[config.mk]
export PLATFORM = sky130hd
export DESIGN_NAME = three_class_fifo_burst_server_unit_flat
export DESIGN_NICKNAME = d
export VERILOG_FILES = /design/src/design/tcfbs_pkg.sv /design/src/design/tcfbs_if.sv /design/src/design/tcfbs_cell.sv /design/src/design/tcfbs_queue.sv /design/src/design/three_class_fifo_burst_server_unit.sv /design/src/flat_wrapper.sv
export SDC_FILE = /design/constraint.sdc
export NUM_CORES = 2
export LEC_CHECK = 0
export BUFFER_PORTS_ARGS = -buffer_cell sky130_fd_sc_hd__buf_2
export CORE_MARGIN = 10
export CORE_UTILIZATION = 45
export CTS_CLUSTER_DIAMETER = 150
export DETAILED_ROUTE_END_ITERATION = 7
export MAX_ROUTING_LAYER = met4
export SYNTH_ARGS = -nofsm -noshare
export SYNTH_HDL_FRONTEND = slang
export SYNTH_SLANG_ARGS = --single-unit
[constraint.sdc]
create_clock -name clock -period 6.5 [get_ports clock]
set_input_delay 0.325 -clock clock [delete_from_list [all_inputs] [get_ports clock]]
set_output_delay 0.325 -clock clock [all_outputs]
set_load 0.005 [all_outputs]
[src/design/tcfbs_pkg.sv]
// Shared constants and types for the three-class FIFO burst server.
// No dependencies; every other design file refers to it by scoped names.
package tcfbs_pkg;

   localparam int QUEUE_DEPTH = 16;
   localparam int MAX_SERVE   = 64;
   localparam int NUM_CLASSES = 3;

   localparam int TAG_W   = 64;
   localparam int CLASS_W = 2;
   localparam int SERVE_W = 7;
   localparam int CNT_W   = $clog2(MAX_SERVE + 1);
   localparam int SEL_W   = $clog2(NUM_CLASSES);

   typedef enum logic [0:0] {
      REQ_ENQUEUE = 1'b0,
      REQ_SERVE   = 1'b1
   } req_kind_type;

   localparam logic [CLASS_W-1:0] CLASS_FIRST  = 2'd0;
   localparam logic [CLASS_W-1:0] CLASS_SECOND = 2'd1;
   localparam logic [CLASS_W-1:0] CLASS_THIRD  = 2'd2;
   localparam logic [CLASS_W-1:0] CLASS_OTHER  = 2'd3;

   typedef enum logic [0:0] {
      ST_IDLE  = 1'b0,
      ST_SERVE = 1'b1
   } state_type;

   // one queue slot as seen by its neighbours
   typedef struct packed {
      logic             valid;
      logic [TAG_W-1:0] tag;
   } cell_data_type;

   // per-cycle control broadcast along a chain
   typedef struct packed {
      logic shift;
      logic load;
   } cell_ctrl_type;

endpackage

[src/design/tcfbs_if.sv]
// Valid/ready channel interfaces for requests and responses.
// Depends on tcfbs_pkg for field widths.
interface tcfbs_req_if;
   logic                          valid;
   logic                          ready;
   logic                          req_type;
   logic [tcfbs_pkg::CLASS_W-1:0] queue_class;
   logic [tcfbs_pkg::TAG_W-1:0]   customer_tag;
   logic [tcfbs_pkg::SERVE_W-1:0] serve_count;

   modport source (output valid, req_type, queue_class, customer_tag, serve_count,
                   input ready);
   modport sink   (input valid, req_type, queue_class, customer_tag, serve_count,
                   output ready);
endinterface

interface tcfbs_rsp_if;
   logic                          valid;
   logic                          ready;
   logic [tcfbs_pkg::CLASS_W-1:0] served_class;
   logic [tcfbs_pkg::TAG_W-1:0]   served_tag;
   logic                          was_empty;
   logic                          last_result;

   modport source (output valid, served_class, served_tag, was_empty, last_result,
                   input ready);
   modport sink   (input valid, served_class, served_tag, was_empty, last_result,
                   output ready);
endinterface

[src/design/tcfbs_cell.sv]
// One slot of a class queue: holds a tag and its occupancy bit.
// Depends on tcfbs_pkg for the slot and control structs.
module tcfbs_cell (
   input  logic                     clock,
   input  logic                     reset,
   input  tcfbs_pkg::cell_ctrl_type ctrl,
   input  logic [tcfbs_pkg::TAG_W-1:0] in_tag,
   input  logic                     prev_valid,
   input  tcfbs_pkg::cell_data_type next,
   output tcfbs_pkg::cell_data_type out
);

   logic                        valid_ff, valid_in;
   logic [tcfbs_pkg::TAG_W-1:0] tag_ff, tag_in;

   // pop moves everything one slot towards the head; a push lands in the
   // first empty slot, i.e. the one whose predecessor is occupied
   always_comb begin
      priority if (ctrl.shift) begin
         valid_in = next.valid;
         tag_in   = next.tag;
      end else if (ctrl.load && !valid_ff && prev_valid) begin
         valid_in = 1'b1;
         tag_in   = in_tag;
      end else begin
         valid_in = valid_ff;
         tag_in   = tag_ff;
      end
   end

   always_ff @(posedge clock) begin
      if (reset) begin
         valid_ff <= 1'b0;
      end else begin
         valid_ff <= valid_in;
      end
   end

   always_ff @(posedge clock) begin
      tag_ff <= tag_in;
   end

   assign out.valid = valid_ff;
   assign out.tag   = tag_ff;

endmodule

[src/design/tcfbs_queue.sv]
// One class queue built as a row of tcfbs_cell slots, head at slot 0.
// Depends on tcfbs_pkg and tcfbs_cell.
module tcfbs_queue (
   input  logic                        clock,
   input  logic                        reset,
   input  logic                        push,
   input  logic                        pop,
   input  logic [tcfbs_pkg::TAG_W-1:0] push_tag,
   output tcfbs_pkg::cell_data_type    head
);

   localparam tcfbs_pkg::cell_data_type EMPTY_SLOT = '0;

   tcfbs_pkg::cell_data_type slot [tcfbs_pkg::QUEUE_DEPTH];
   tcfbs_pkg::cell_ctrl_type ctrl;

   assign ctrl.shift = pop;
   assign ctrl.load  = push;

   for (genvar i = 0; i < tcfbs_pkg::QUEUE_DEPTH; i++) begin : g_cell
      logic                     prev_valid;
      tcfbs_pkg::cell_data_type next;

      if (i == 0) begin : g_first
         assign prev_valid = 1'b1;
      end else begin : g_mid
         assign prev_valid = slot[i-1].valid;
      end

      if (i == tcfbs_pkg::QUEUE_DEPTH - 1) begin : g_last
         assign next = EMPTY_SLOT;
      end else begin : g_inner
         assign next = slot[i+1];
      end

      tcfbs_cell u_cell (
         .clock      (clock),
         .reset      (reset),
         .ctrl       (ctrl),
         .in_tag     (push_tag),
         .prev_valid (prev_valid),
         .next       (next),
         .out        (slot[i])
      );
   end

   assign head = slot[0];

endmodule

[src/design/three_class_fifo_burst_server_unit.sv]
// Three-class FIFO burst server: top level with request sequencer.
// Depends on tcfbs_pkg, tcfbs_if and tcfbs_queue.
//
// Usage:
//   req channel: one transaction per request. req_type 0 enqueues
//   customer_tag on queue_class (class 3 goes to the third queue); a full
//   queue drops the tag silently. req_type 1 serves serve_count dequeues
//   (saturated at MAX_SERVE) from queue_class; class 3 or a zero count
//   does nothing.
//   rsp channel: one transaction per dequeue, carrying the head tag or an
//   empty marker (was_empty set, tag zero); last_result marks the end of
//   the burst.
//   Throughput: an enqueue leaves req.ready high. A serve of N holds req.ready
//   low while the burst walks the head of the chosen cell chain, one dequeue
//   per cycle unless the output register is stalled; the serve is registered
//   in the state register before the first response enters the output register.
//   Reset clears all queues and the output register at once; there is no
//   clearing pass. If the receiver stalls, the output register holds its
//   response and the burst waits, so req.ready stays low until the burst
//   has been fully handed to the output register.
module three_class_fifo_burst_server_unit (
   input  logic        clock,
   input  logic        reset,
   tcfbs_req_if.sink   req,
   tcfbs_rsp_if.source rsp
);

   tcfbs_pkg::state_type state_ff, state_in;
   logic [tcfbs_pkg::CLASS_W-1:0] cls_ff, cls_in;
   logic [tcfbs_pkg::CNT_W-1:0]   left_ff, left_in;

   logic                          rsp_valid_ff, rsp_valid_in;
   logic [tcfbs_pkg::CLASS_W-1:0] rsp_class_ff, rsp_class_in;
   logic [tcfbs_pkg::TAG_W-1:0]   rsp_tag_ff, rsp_tag_in;
   logic                          rsp_empty_ff, rsp_empty_in;
   logic                          rsp_last_ff, rsp_last_in;

   logic accept, is_serve, serve_start, step, last_step;
   logic [tcfbs_pkg::CLASS_W-1:0] enq_class;
   logic [tcfbs_pkg::CNT_W-1:0]   sat_count;
   logic [tcfbs_pkg::SEL_W-1:0]   sel;

   tcfbs_pkg::cell_data_type      heads [tcfbs_pkg::NUM_CLASSES];
   tcfbs_pkg::cell_data_type      cur_head;
   logic [tcfbs_pkg::NUM_CLASSES-1:0] push, pop;

   assign accept    = req.valid && req.ready;
   assign is_serve  = (req.req_type == tcfbs_pkg::REQ_SERVE);
   assign enq_class = (req.queue_class == tcfbs_pkg::CLASS_OTHER) ?
                      tcfbs_pkg::CLASS_THIRD : req.queue_class;
   assign sat_count = (req.serve_count > tcfbs_pkg::SERVE_W'(tcfbs_pkg::MAX_SERVE)) ?
                      tcfbs_pkg::CNT_W'(tcfbs_pkg::MAX_SERVE) :
                      tcfbs_pkg::CNT_W'(req.serve_count);
   assign serve_start = accept && is_serve &&
                        (req.queue_class != tcfbs_pkg::CLASS_OTHER) &&
                        (req.serve_count != '0);

   assign sel       = tcfbs_pkg::SEL_W'(cls_ff);
   assign cur_head  = heads[sel];
   assign last_step = (left_ff == tcfbs_pkg::CNT_W'(1));

   // next state
   always_comb begin
      state_in = state_ff;
      unique case (state_ff)
         tcfbs_pkg::ST_IDLE: begin
            if (serve_start) state_in = tcfbs_pkg::ST_SERVE;
         end
         tcfbs_pkg::ST_SERVE: begin
            if (step && last_step) state_in = tcfbs_pkg::ST_IDLE;
         end
         default: state_in = tcfbs_pkg::ST_IDLE;
      endcase
   end

   // state outputs
   always_comb begin
      req.ready = 1'b0;
      step      = 1'b0;
      unique case (state_ff)
         tcfbs_pkg::ST_IDLE:  req.ready = 1'b1;
         tcfbs_pkg::ST_SERVE: step = !rsp_valid_ff || rsp.ready;
         default: ;
      endcase
   end

   always_comb begin
      cls_in  = cls_ff;
      left_in = left_ff;
      if (serve_start) begin
         cls_in  = req.queue_class;
         left_in = sat_count;
      end else if (step) begin
         left_in = left_ff - tcfbs_pkg::CNT_W'(1);
      end
   end

   for (genvar c = 0; c < tcfbs_pkg::NUM_CLASSES; c++) begin : g_queue
      assign push[c] = accept && !is_serve && (enq_class == tcfbs_pkg::CLASS_W'(c));
      assign pop[c]  = step && (cls_ff == tcfbs_pkg::CLASS_W'(c)) && heads[c].valid;

      tcfbs_queue u_queue (
         .clock    (clock),
         .reset    (reset),
         .push     (push[c]),
         .pop      (pop[c]),
         .push_tag (req.customer_tag),
         .head     (heads[c])
      );
   end

   // output register: loaded on every dequeue step, cleared once taken
   always_comb begin
      rsp_valid_in = rsp_valid_ff && !rsp.ready;
      rsp_class_in = rsp_class_ff;
      rsp_tag_in   = rsp_tag_ff;
      rsp_empty_in = rsp_empty_ff;
      rsp_last_in  = rsp_last_ff;
      if (step) begin
         rsp_valid_in = 1'b1;
         rsp_class_in = cls_ff;
         rsp_tag_in   = cur_head.valid ? cur_head.tag : '0;
         rsp_empty_in = !cur_head.valid;
         rsp_last_in  = last_step;
      end
   end

   always_ff @(posedge clock) begin
      if (reset) begin
         state_ff     <= tcfbs_pkg::ST_IDLE;
         left_ff      <= '0;
         rsp_valid_ff <= 1'b0;
      end else begin
         state_ff     <= state_in;
         left_ff      <= left_in;
         rsp_valid_ff <= rsp_valid_in;
      end
   end

   always_ff @(posedge clock) begin
      cls_ff       <= cls_in;
      rsp_class_ff <= rsp_class_in;
      rsp_tag_ff   <= rsp_tag_in;
      rsp_empty_ff <= rsp_empty_in;
      rsp_last_ff  <= rsp_last_in;
   end

   assign rsp.valid        = rsp_valid_ff;
   assign rsp.served_class = rsp_class_ff;
   assign rsp.served_tag   = rsp_tag_ff;
   assign rsp.was_empty    = rsp_empty_ff;
   assign rsp.last_result  = rsp_last_ff;

endmodule

[src/flat_wrapper.sv]
// flat-port wrapper written by rule: the top's interface ports become plain ports
module three_class_fifo_burst_server_unit_flat 
  (clock, reset, req_valid, req_req_type, req_queue_class, req_customer_tag, req_serve_count, req_ready, rsp_valid, rsp_served_class, rsp_served_tag, rsp_was_empty, rsp_last_result, rsp_ready);
  tcfbs_req_if req_i ();
  tcfbs_rsp_if rsp_i ();
  input  logic clock;
  input  logic reset;
  input wire logic [$bits(req_i.valid)-1:0] req_valid;
  input wire logic [$bits(req_i.req_type)-1:0] req_req_type;
  input wire logic [$bits(req_i.queue_class)-1:0] req_queue_class;
  input wire logic [$bits(req_i.customer_tag)-1:0] req_customer_tag;
  input wire logic [$bits(req_i.serve_count)-1:0] req_serve_count;
  output wire logic [$bits(req_i.ready)-1:0] req_ready;
  output wire logic [$bits(rsp_i.valid)-1:0] rsp_valid;
  output wire logic [$bits(rsp_i.served_class)-1:0] rsp_served_class;
  output wire logic [$bits(rsp_i.served_tag)-1:0] rsp_served_tag;
  output wire logic [$bits(rsp_i.was_empty)-1:0] rsp_was_empty;
  output wire logic [$bits(rsp_i.last_result)-1:0] rsp_last_result;
  input wire logic [$bits(rsp_i.ready)-1:0] rsp_ready;
  assign req_i.valid = req_valid;
  assign req_i.req_type = req_req_type;
  assign req_i.queue_class = req_queue_class;
  assign req_i.customer_tag = req_customer_tag;
  assign req_i.serve_count = req_serve_count;
  assign req_ready = req_i.ready;
  assign rsp_valid = rsp_i.valid;
  assign rsp_served_class = rsp_i.served_class;
  assign rsp_served_tag = rsp_i.served_tag;
  assign rsp_was_empty = rsp_i.was_empty;
  assign rsp_last_result = rsp_i.last_result;
  assign rsp_i.ready = rsp_ready;
  three_class_fifo_burst_server_unit u_core (.clock(clock), .reset(reset), .req(req_i), .rsp(rsp_i));
endmodule
* After elaboration in Yosys (flattened, before gate mapping)
Cells that the tools add are included.
** Storage, ports and cells
- Register bits :: 3199
- Input bits :: 78
- Logic and storage cells :: 523
** Cells by class
- Add/sub/neg operators :: 1
- Order comparisons :: 2
- Equal/unequal tests :: 7
- Multiplexer cells :: 193
- Bitwise gates (word level) :: 2
- Reductions and logical operators :: 214
** Operators with widths (count)
- $mux W64 :: 90
- $bmux W65 S2 :: 1
- $mux W65 :: 2
- $logic_and A1 B1 Y1 :: 109
- $mux W1 :: 95
- $reduce_bool A2 Y1 :: 46
- $logic_not A1 Y1 :: 52
- $mux W7 :: 3
- $eq A7 B1 Y1 const B :: 1
- $gt A7 B7 Y1 const B :: 1
- $reduce_bool A7 Y1 :: 1
- $sub A7 B1 Y7 const B :: 1
- $eq A2 B2 Y1 const B :: 3
- $reduce_or A2 Y1 :: 3
- $eq A2 B1 Y1 const B :: 2
- $logic_not A2 Y1 :: 2
- $ge A3 B3 Y1 const B :: 1
- $not A2 Y3 :: 1
- $mux W2 :: 1
- $ne A2 B2 Y1 const B :: 1
- $pmux W1 S2 :: 1
- $logic_or A1 B1 Y1 :: 1
- $not A1 Y1 :: 1

* Logic depth before layout (Yosys ltp)
- Depth after elaboration :: 8
- Gate-level depth with buffers :: 9
- Depth with buffers taken out :: 7

* By module
From an unflattened synthesis, not the netlist that was laid out.
** Second synthesis, totals
- Cells, all modules :: 7249
- Area, all modules :: 136757.4 sq um
** Modules (own cells, without submodules)
- tcfbs_cell :: times used 48, cells each 142, area an instance 2760.1 sq um, sequential area each 1941.9 sq um
- three_class_fifo_burst_server_unit :: times used 1, cells each 427, area an instance 4247.8 sq um, sequential area each 2282.2 sq um
- tcfbs_queue :: times used 3, cells each 2, area an instance 7.5 sq um, sequential area each 0.0 sq um

* Least setup slack after synthesis
Ideal clock, no wire load.
- Path type :: reg2reg
- From :: register u_core.state_ff
- To :: register u_core.g_queue[2].u_queue.g_cell[0].u_cell.tag_ff[0] (netlist bit) (enable)
- Setup time :: 0.574 ns
- Arrival time :: 5.664 ns
- Data required time :: 5.926 ns
- Setup slack :: 0.262 ns
- Stages on the path, launching flop included :: 6
- Cells stage by stage :: dfxtp_1 > nor4bb_1 > buf_2 > buf_1 > inv_1 > o21ai_0
** On the way
- Word-level cells in the longest chain between the ends :: 6
- Elaborated cells between the ends (all ways) :: 9
** Ends and longest elaborated chain
- start: declaration :: RTL line three_class_fifo_burst_server_unit.sv:28 : tcfbs_pkg::state_type state_ff, state_in;
- start signal: assignment :: RTL line three_class_fifo_burst_server_unit.sv:130 : state_ff <= tcfbs_pkg::ST_IDLE;
- start signal: assignment :: RTL line three_class_fifo_burst_server_unit.sv:134 : state_ff <= state_in;
- $mux W1 :: RTL line three_class_fifo_burst_server_unit.sv:80 : unique case (state_ff)
- $logic_and A1 B1 Y1 :: RTL line three_class_fifo_burst_server_unit.sv:47 : assign accept = req.valid && req.ready;
- $logic_and A1 B1 Y1 (2 in a row) :: RTL line three_class_fifo_burst_server_unit.sv:99 : assign push[c] = accept && !is_serve && (enq_class == tcfbs_pkg::CLASS_W'(c));
- $logic_and A1 B1 Y1 :: RTL line tcfbs_cell.sv:22 : end else if (ctrl.load && !valid_ff && prev_valid) begin
- $reduce_bool A2 Y1 (no source line) *
- end signal: assignment :: RTL line tcfbs_cell.sv:40 : tag_ff <= tag_in;
- end: declaration :: RTL line tcfbs_cell.sv:14 : logic [tcfbs_pkg::TAG_W-1:0] tag_ff, tag_in;
Mark *: on every way between the ends. The rest lies on a longest branch, timed or not.
A chain may end at the register's enable or synchronous reset.

* Worst setup path in the final report
- From :: register u_core.state_ff
- To :: register u_core.g_queue[1].u_queue.g_cell[8].u_cell.tag_ff[18] (netlist bit) (enable)
** On the way
- Word-level cells in the longest chain between the ends :: 7
- Elaborated cells between the ends (all ways) :: 10
** Ends and longest elaborated chain (RTL line)
- $mux W1 :: three_class_fifo_burst_server_unit.sv:80
- $logic_and A1 B1 Y1 :: three_class_fifo_burst_server_unit.sv:47
- $logic_and A1 B1 Y1 (2 in a row) :: three_class_fifo_burst_server_unit.sv:99
- $logic_and A1 B1 Y1 (2 in a row) :: tcfbs_cell.sv:22
- $reduce_bool A2 Y1 (no source line) *
- end signal: assignment :: tcfbs_cell.sv:40
- end: declaration :: tcfbs_cell.sv:14
Marked as above.

==> run summary <==
RePlAce Congestion -> 0.8024
Post-CTS setup buffers -> 0
XOR/XNOR Fraction of Synth Area -> 0.02088%
Synth area leader -> edfxtp_1
Worst slew pin tran -> 1285 ps
Layout cell share with drive strength beyond 1 -> 8.736%
GR Overflow Total -> 0
Final nets -> 10080
Number of gates resized after CTS -> 0
Number of global-route vias before repair -> 71450
Clk pin slew, worst setup/hold paths -> 60 ps
Crit Path Max Fanout -> 42
Final min period -> 4274 ps
First-pass GRT wire length -> 466300 um
Slew margin rel. -> 14.15%
Net Count, Synth -> 10040
Main synth FF type -> edfxtp_1
Unrepaired setup endpoints after global routing -> false
Via count -> 74530
Core area -> 0.2789 mm2
Ys Warns -> 0
WP data required -> 7000 ps
Tcrit/Tclk final -> 65.75%
Setup CP Type -> register to register
Critical path startpoint category -> register
Post-route setup slack -> 2226 ps
Fin. max-slew vios -> 0
Asr flop ratio synth -> 0%
PortBufs -> 147
H-tree Lvls -> 5
Worst Skew -> 56.16 ps
Non-Filler Instances -> 14010
Setup TNS -> 0 ps
Commonest cells post-synth -> 4324 x nand2_1, 2950 x edfxtp_1, 961 x a21o_1
Syn Inst Count -> 9963
Buffer depth of the longest clock path -> 4
Overall Global Routing Usage -> 20.87%
Yosys top cell area share -> 70.38%
Placed cell count -> 13310
Worst hold path class -> primary input to register
Worst-skew pair later-pin latency -> 930 ps
Number of flops mapped to enable cells by yosys -> 2950
Place WS -> 2286 ps
DR DRC count -> 0
Adder-cell area share of the yosys netlist -> 0.01988%
Die area -> 0.3012 mm2
Initial antenna violation count -> 5
Final Hold Viols -> 0
Largest family of logic cells by synthesized area -> simple AND/OR/NAND/NOR gates
Simple logic cell fraction of the synthesized area -> 14.77%
Max Fclk -> 234.0 MHz
Top Layer Used -> met4
Die X -> 548.9 um
Initial detailed-routing violation count -> 8125
Pwr dens -> 304.4 mW/mm2
FP Rows -> 194
Multiplexer share of the synthesized area -> 0.5358%
Number of synthesized register bits -> 3199
Peak VDD IR -> 0.0001924 V
IO Pins -> 148
Outcome -> finished, final reports clean
Initial Utilization -> 45.13%
Synth Area in Compound Gates -> 7.329%
Setup Viol. Count Final -> 0
Crit path DAT -> 4780 ps
Most frequent cell after synthesis -> nand2_1
Largest net degree at the start of global routing -> 247
Met3 WL -> 17780 um
Post-detail-place hpwl -> 182000 um
Antenna-violating nets left -> 0
Drt via density -> 5.320
Die Height -> 548.9 um
Metal-1 WL -> 137400 um
Mapped cell area -> 0.1259 mm2
Routed WL per cell -> 22.68 um
CTS tree -> yes
First-pass DRT Iterations -> 6
Fill cells -> 23950
Max Cap Viol -> 0
Synth unique cells -> 61
Synth top area cells -> edfxtp_1 70%, nand2_1 13%, a21o_1 5.7%
Pleak -> 0.05336 uW
Endpoint class of the critical path -> register
TritonCTS Buffers -> 332
Syn avg cell area -> 12.63 um2
Met2 wire length -> 153200 um
CTS Root Buffer Type -> clkbuf_16
Seq/Total Area, Yosys -> 74.34%
Area growth syn-to-layout -> 11.99%
CTS Sinks -> 3199
Post-Route WL -> 317800 um
Hold-fix buffers, CTS -> 78
-- power by group --
part           switching [uW]  leakage [uW]  internal [uW]  total [uW]
clock network            8030       0.00526          10900       18900
logic                     931        0.0195            431        1360
registers                53.3        0.0286          22600       22600
-- critical path: stages (launching register included) --
cell      delay, ps
dfxtp_1         560
nand2_2         220
clkinv_2        370
nand3_2         560
buf_4           440
a21oi_4         830
buf_4           780
-- per-layer routing --
metal | track usage (%) | vias up
li1 | - | 34280
met1 | 28.12 | 37560
met2 | 33.58 | 2250
met3 | 2.522 | 447
met4 | 6.053 | 0
met5 | - | -
-- path summary, 6_finish.rpt --
path	from	endpoint	slack, ps	depth (start not counted)
hold reg to reg	register	register	450	2
hold / removal	req_req_type	u_core.left_ff[4]$_SDFFE_PP0P_	80	4
setup reg to reg	u_core.state_ff$_SDFF_PP0_	register	2230	6
setup / recovery	u_core.state_ff$_SDFF_PP0_	register	2230	6
-- state kept, by name, indices dropped and copies added (netlist names) --
register / cells
u_core.rsp.served_tag: 64
u_core.cls_ff: 2
u_core.rsp.served_class: 2
u_core.g_queue.u_queue.g_cell.u_cell.tag_ff: 3072
u_core.rsp.last_result: 1
u_core.rsp.was_empty: 1
u_core.left_ff: 7
u_core.rsp.valid: 1
u_core.state_ff: 1
u_core.g_queue.u_queue.g_cell.u_cell.valid_ff: 48
-- cells by family (layout without fill, tap and decap cells) --
group,after synthesis,after routing
adder cells (fa/ha/maj),2,2
AND/OR/NAND/NOR,4709,4709
AO/OA/AOI/OAI,1319,1319
flip-flops,3199,3199
XOR/XNOR,3,3
multiplexers,67,67
buffers and inverters,664,980
other,0,5
-- area by class of cell --
type / instances / area, um2 / area share [%]
Clock buffer: 494 / 9492 / 6.734
Clock inverter: 119 / 1349 / 0.9569
Timing Repair Buffer: 357 / 2745 / 1.948
Tap cell: 3724 / 4659 / 3.306
Inverter: 10 / 38.79 / 0.02752
Multi-Input combinational cell: 6100 / 29090 / 20.64
Antenna cell: 5 / 12.51 / 0.008877
Sequential cell: 3199 / 93570 / 66.38
-- per-stage QoR --
step / hold WS (ps) / power [uW] / cell area [um2] / util (%)
6_report: 79.51 / 42900 / 141000 / 50.54
5_1_grt: 87.79 / 44160 / 140900 / 50.54
4_1_cts: 4.460 / 43260 / 140900 / 50.53
3_5_place_dp: 446.7 / 24370 / 129300 / 46.37
3_3_place_gp: 441.1 / 24320 / 129300 / 46.37
2_1_floorplan: 423.9 / 23900 / 125900 / -
-- placed cells by master, fill, tap and decap left out, types with 33 or more instances in the layout --
master	instances
edfxtp_1	2950
dfxtp_1	249
nand2_1	4310
buf_4	113
clkinv_2	37
nand2_4	64
a21oi_1	269
clkbuf_1	109
clkbuf_8	49
a21o_1	961
buf_2	147
nor2_1	161
clkinv_1	33
nor2b_1	55
clkbuf_16	336
mux2i_1	64
dlygate4sd3_1	78
Note: power is estimated with default switching activity, not from simulation.
